<file path="src/rtl/core/sgi_pkg.sv">
package sgi_pkg;

    localparam int CW   = 32;            // coordinate width
    localparam int FB   = 16;            // fraction bits
    localparam int DW   = CW + 1;        // start point difference
    localparam int PRW  = 2 * CW;        // direction x direction product
    localparam int NPW  = 2 * CW + 1;    // direction x difference product
    localparam int DETW = 2 * CW + 1;    // determinant
    localparam int NUMW = 2 * CW + 2;    // Cramer numerator
    localparam int MW   = NUMW;          // magnitudes
    localparam int RW   = MW + FB;       // scaled dividend
    localparam int XW   = RW + CW + 1;   // trial subtract, with sign
    localparam int EW   = 32;            // epsilon register width
    localparam int QD   = 4;             // queue depth
    localparam int QAW  = $clog2(QD);

    localparam logic [EW-1:0] EPS_RESET = 32'd4295;

    localparam logic [1:0] ST_PARALLEL = 2'd0;
    localparam logic [1:0] ST_HIT      = 2'd1;
    localparam logic [1:0] ST_OUTSIDE  = 2'd2;

    typedef struct packed {
        logic signed [CW-1:0] seg_a_start_x;
        logic signed [CW-1:0] seg_a_start_y;
        logic signed [CW-1:0] seg_a_dir_x;
        logic signed [CW-1:0] seg_a_dir_y;
        logic signed [CW-1:0] seg_b_start_x;
        logic signed [CW-1:0] seg_b_start_y;
        logic signed [CW-1:0] seg_b_dir_x;
        logic signed [CW-1:0] seg_b_dir_y;
    } t_seg_in;

    typedef struct packed {
        logic [1:0]           hit_status;
        logic signed [CW-1:0] t_first;
        logic signed [CW-1:0] t_second;
    } t_seg_out;

    typedef struct packed {
        logic parallel;
        logic inner;
        logic neg1;
        logic neg2;
        logic ovf1;
        logic ovf2;
    } t_flags;

    typedef struct packed {
        t_flags          flags;
        logic [RW-1:0]   num1;
        logic [RW-1:0]   num2;
        logic [MW-1:0]   den;
    } t_job;

endpackage

</file>
<file path="src/rtl/core/sgi_queue.sv">
module sgi_queue (
    input  logic          i_clk,
    input  logic          i_rst_n,
    input  logic          i_push,
    input  sgi_pkg::t_job i_data,
    output logic          o_full,
    input  logic          i_pop,
    output logic          o_empty,
    output sgi_pkg::t_job o_data
);
    import sgi_pkg::*;

    t_job           r_mem [QD];
    logic [QAW-1:0] r_wptr, r_rptr;
    logic [QAW:0]   r_count;

    assign o_full  = r_count == (QAW+1)'(QD);
    assign o_empty = r_count == '0;
    assign o_data  = r_mem[r_rptr];

    always_ff @(posedge i_clk) begin
        if (!i_rst_n) begin
            r_wptr  <= '0;
            r_rptr  <= '0;
            r_count <= '0;
        end else begin
            if (i_push) r_wptr <= r_wptr + 1'b1;
            if (i_pop)  r_rptr <= r_rptr + 1'b1;
            r_count <= r_count + (QAW+1)'(i_push) - (QAW+1)'(i_pop);
        end
    end

    always_ff @(posedge i_clk) begin
        if (i_push) r_mem[r_wptr] <= i_data;
    end

endmodule

</file>
<file path="config.mk">
export PLATFORM = sky130hd
export DESIGN_NAME = sgi_queue
export DESIGN_NICKNAME = d
export VERILOG_FILES = /design/src/rtl/core/sgi_pkg.sv /design/src/rtl/core/sgi_queue.sv
export SDC_FILE = /design/constraint.sdc
export NUM_CORES = 1
export LEC_CHECK = 0
export BUFFER_PORTS_ARGS = -buffer_cell sky130_fd_sc_hd__buf_4
export CAP_MARGIN = 30
export CORE_MARGIN = 4
export CORE_UTILIZATION = 34
export DETAILED_ROUTE_END_ITERATION = 16
export PLACE_DENSITY = 0.57
export SLEW_MARGIN = 25
export SYNTH_ARGS = -nofsm -noshare
export SYNTH_HDL_FRONTEND = slang
export SYNTH_SLANG_ARGS = --single-unit
export TNS_END_PERCENT = 1
</file>
<file path="constraint.sdc">
create_clock -name i_clk -period 12.6 [get_ports i_clk]
set_clock_uncertainty 0.2 [all_clocks]
set_input_delay 0 -clock i_clk [delete_from_list [all_inputs] [get_ports i_clk]]
set_output_delay 0 -clock i_clk [all_outputs]
set_load 0.01 [all_outputs]
</file>
==> run_summary.xml <==
<?xml version="1.0" encoding="UTF-8"?>
<metrics>
  <group name="layout">
    <metric name="most-common-layout-cells" unit="">sky130_fd_sc_hd__edfxtp_1, sky130_fd_sc_hd__buf_4, sky130_fd_sc_hd__dlygate4sd3_1</metric>
    <metric name="layout.cells.most_common" unit="">sky130_fd_sc_hd__edfxtp_1</metric>
    <metric name="finish.instance_area" unit="mm^2">0.0478</metric>
    <metric name="layout.nets" unit="">2560</metric>
    <metric name="drive_gt1_share" unit="%">37.3</metric>
    <metric name="num-fill-cells" unit="">8239</metric>
    <metric name="synthToLayoutAreaGrowth" unit="%">39.0</metric>
  </group>
  <group name="synth">
    <metric name="synth_area_per_cell" unit="um^2">27.0</metric>
    <metric name="synthSimpleGateAreaFrac" unit="%">0.218</metric>
    <metric name="synth_seq_cells" unit="">953</metric>
    <metric name="synthAdderAreaFrac" unit="%">0.276</metric>
    <metric name="synthesis.nets" unit="">1522</metric>
    <metric name="synth_cell_type_count" unit="">21</metric>
    <metric name="multiplexer_share_of_the_synthesized_area" unit="%">15.5</metric>
    <metric name="dominant_combinational_cell_family_by_area_after_synthesis" unit="">multiplexers</metric>
    <metric name="yosysWarningCount" unit="">0</metric>
    <metric name="synth_xor_area_share" unit="%">0.120</metric>
    <metric name="syn_area" unit="mm^2">0.0344</metric>
    <metric name="synth.yosys.seq_area_share" unit="%">82.9</metric>
    <metric name="synthesis.instances" unit="">1275</metric>
    <metric name="synth_compound_gate_area_share" unit="%">0.0436</metric>
  </group>
  <group name="route">
    <metric name="drt-total-wl" unit="um">77000</metric>
    <metric name="postRouteAntennaNets" unit="">0</metric>
    <metric name="drt_iter0_markers" unit="">935</metric>
    <metric name="dr_total_vias" unit="">17300</metric>
    <metric name="wire_per_inst" unit="um">20.5</metric>
    <metric name="dr.pass1.iters" unit="">5</metric>
    <metric name="vias_per_cell" unit="">4.61</metric>
    <metric name="post-route-drc-count" unit="">0</metric>
  </group>
  <group name="sta">
    <metric name="max_slew_vio_count" unit="">0</metric>
    <metric name="max-slew-margin-rel" unit="%">37.7</metric>
    <metric name="finalHoldViolCount" unit="">0</metric>
    <metric name="period_minus_slack" unit="ns">3.64</metric>
    <metric name="timing_worst_slew_pin_value" unit="ns">0.935</metric>
    <metric name="totalNegativeSetupSlack" unit="ns">0</metric>
    <metric name="unrepaired_setup_endpoints_after_global_routing" unit="">no</metric>
    <metric name="period_share" unit="%">28.9</metric>
    <metric name="setup_viol_count_final" unit="">0</metric>
    <metric name="max_freq" unit="GHz">0.274</metric>
  </group>
  <group name="clocking">
    <metric name="max-clock-path-buffers" unit="">3</metric>
    <metric name="ctsHtreeMaxLevel" unit="">3</metric>
    <metric name="cts_repair_resize_count" unit="">0</metric>
    <metric name="clkSinkCount" unit="">953</metric>
    <metric name="clkSlewWorstSetupHoldPaths" unit="ns">0.06</metric>
    <metric name="cts-root-buf" unit="">sky130_fd_sc_hd__clkbuf_16</metric>
    <metric name="cts-hold-fix-buffers" unit="">481</metric>
    <metric name="clkLatencyLatePin" unit="ns">0.66</metric>
    <metric name="cts_inserted_buffers" unit="">97</metric>
    <metric name="clock_tree_from_tritoncts" unit="">done</metric>
    <metric name="post-cts-setup-buffers" unit="">0</metric>
  </group>
  <group name="floorplanning">
    <metric name="die-area" unit="mm^2">0.106</metric>
    <metric name="dieWidth" unit="um">326</metric>
    <metric name="std_cell_rows" unit="">116</metric>
    <metric name="floorplan.initialDensity" unit="%">34.3</metric>
    <metric name="die-height" unit="um">326</metric>
    <metric name="core_region_area" unit="mm^2">0.100</metric>
    <metric name="top_level_ports" unit="">478</metric>
  </group>
  <group name="placed_design">
    <metric name="placedInstanceArea" unit="mm^2">0.0398</metric>
    <metric name="hpwl" unit="um">45600</metric>
    <metric name="io_buffers" unit="">477</metric>
    <metric name="globalplace.congestion" unit="">0.705</metric>
  </group>
  <group name="power_and_ir_drop">
    <metric name="leakage" unit="uW">0.0162</metric>
    <metric name="p_int" unit="uW">5730</metric>
    <metric name="p_seq_share" unit="%">50.3</metric>
    <metric name="worst_ir_drop_vdd" unit="mV">0.149</metric>
    <metric name="clockPowerShare" unit="%">37.7</metric>
    <metric name="p_sw" unit="uW">1600</metric>
    <metric name="power.density" unit="mW/mm^2">153</metric>
    <metric name="share_comb_of_total_power" unit="%">12.0</metric>
    <metric name="swShare" unit="%">21.8</metric>
  </group>
  <group name="grt">
    <metric name="grt_pass1_wl" unit="um">117000</metric>
    <metric name="grt_start_max_net_pins" unit="">105</metric>
    <metric name="remaining_overflow_grt" unit="">0</metric>
    <metric name="number_of_antenna_violations_at_the_first_check_in_global_routing" unit="">11</metric>
    <metric name="globalRouteTotalUtil" unit="%">14.3</metric>
    <metric name="first_global_vias" unit="">18900</metric>
  </group>
  <group name="run_status">
    <metric name="result_of_the_run" unit="">completed</metric>
  </group>
  <group name="hold_path">
    <metric name="hold_path.class" unit="">input port to flop</metric>
  </group>
  <group name="setup_path">
    <metric name="critPathLaunchType" unit="">flop</metric>
    <metric name="critical_path.max_fanout" unit="">44</metric>
    <metric name="critPathCaptureType" unit="">output port</metric>
    <metric name="cp_data_arrival_time" unit="ns">3.44</metric>
    <metric name="criticalPathCategory" unit="">flop to output port</metric>
    <metric name="crit_required" unit="ns">12.40</metric>
  </group>
  <group name="flow_run">
    <metric name="drv.max_cap_violation_count" unit="">0</metric>
  </group>
</metrics>
-- per-stage QoR --
stage          hold WS [ns]  power, uW  std cells  utilization [%]  setup slack (ns)
3_5_place_dp        0.00284       4520       3084             39.7              9.11
3_3_place_gp       -0.00239       4490       3076             39.5              8.57
2_1_floorplan        -0.101       4150       1275                -              5.88
4_1_cts             0.00618       7430       3742             47.5              8.34
5_1_grt              0.0656       7630       3754             47.7              8.76
6_report             0.0890       7330       3758             47.7              8.96
-- state kept, by name (all words and copies together) (netlist names), named ones only --
signal,flops
r_rptr,2
r_count,3
r_wptr,2
r_mem,944
-- area by class of cell --
type | instances | area (um^2) | area share, %
Sequential cell | 953 | 28500 | 59.7
Timing Repair Buffer | 991 | 8910 | 18.6
Multi-Input combinational cell | 263 | 5560 | 11.6
Clock buffer | 122 | 2560 | 5.36
Tap cell | 1357 | 1700 | 3.55
Clock inverter | 55 | 517 | 1.08
Inverter | 7 | 26.3 | 0.0549
Antenna cell | 10 | 25.0 | 0.0523
-- cells in the mapped netlist --
library cell,instances,area (um^2)
sky130_fd_sc_hd__edfxtp_1,944,28300
sky130_fd_sc_hd__mux4_2,236,5320
sky130_fd_sc_hd__buf_2,23,115
sky130_fd_sc_hd__buf_1,12,45.0
sky130_fd_sc_hd__buf_4,11,82.6
sky130_fd_sc_hd__dfxtp_1,9,180
sky130_fd_sc_hd__inv_1,7,26.3
sky130_fd_sc_hd__and2_1,6,37.5
sky130_fd_sc_hd__ha_1,6,75.1
sky130_fd_sc_hd__buf_6,5,56.3
sky130_fd_sc_hd__nor2_1,5,18.8
sky130_fd_sc_hd__xnor2_1,2,17.5
sky130_fd_sc_hd__a21bo_2,1,10.0
sky130_fd_sc_hd__a21oi_1,1,5.00
sky130_fd_sc_hd__and3_1,1,6.26
sky130_fd_sc_hd__clkbuf_1,1,3.75
sky130_fd_sc_hd__fa_1,1,20.0
sky130_fd_sc_hd__mux2i_1,1,10.0
sky130_fd_sc_hd__nand3b_1,1,7.51
sky130_fd_sc_hd__nor3_1,1,5.00
sky130_fd_sc_hd__xor3_1,1,23.8
-- worst max-delay path, cell delays in order (launching register included) --
cell                      delay (ns)
sky130_fd_sc_hd__dfxtp_4        0.61
sky130_fd_sc_hd__buf_4          0.63
sky130_fd_sc_hd__buf_4          0.56
sky130_fd_sc_hd__buf_12         0.30
sky130_fd_sc_hd__mux4_2         0.40
sky130_fd_sc_hd__buf_4          0.17
-- routing by layer --
metal | global-route usage, % | vias up | routed length, um
met3 | 4.30 | 103 | 5580
met1 | 17.7 | 9067 | 30700
li1 | - | 7678 | -
met5 | 0 | - | 27
met2 | 24.2 | 473 | 39000
met4 | 4.31 | 4 | 1610
-- power by group through the flow --
stage | clock network (uW) | logic [uW] | registers (uW)
floorplan | 0 | 379 | 3770
global placement | 0 | 738 | 3750
global route | 2990 | 944 | 3690
CTS | 2850 | 882 | 3690
finish | 2760 | 881 | 3680
detailed placement | 0 | 754 | 3760
-- logic make-up after synthesis --
| family | count (synthesis) |
|---|---|
| XOR/XNOR | 3 |
| flip-flops | 953 |
| buffers and inverters | 59 |
| multiplexers | 237 |
| adder cells (fa/ha/maj) | 7 |
| AO/OA/AOI/OAI | 2 |
| AND/OR/NAND/NOR | 14 |
-- final timing paths --
check / startpoint / endpoint / slack (ns) / depth (start not counted)
worst min register to register: r_rptr[0] / flop / 0.35 / 2
worst max register to register: r_wptr[0] / r_mem[2][52] / 9.29 / 6
worst min-delay path: i_push / r_wptr[0] / 0.09 / 4
worst max-delay path: flop / o_data[9] / 8.96 / 5
(Power assumes the default switching activity.)
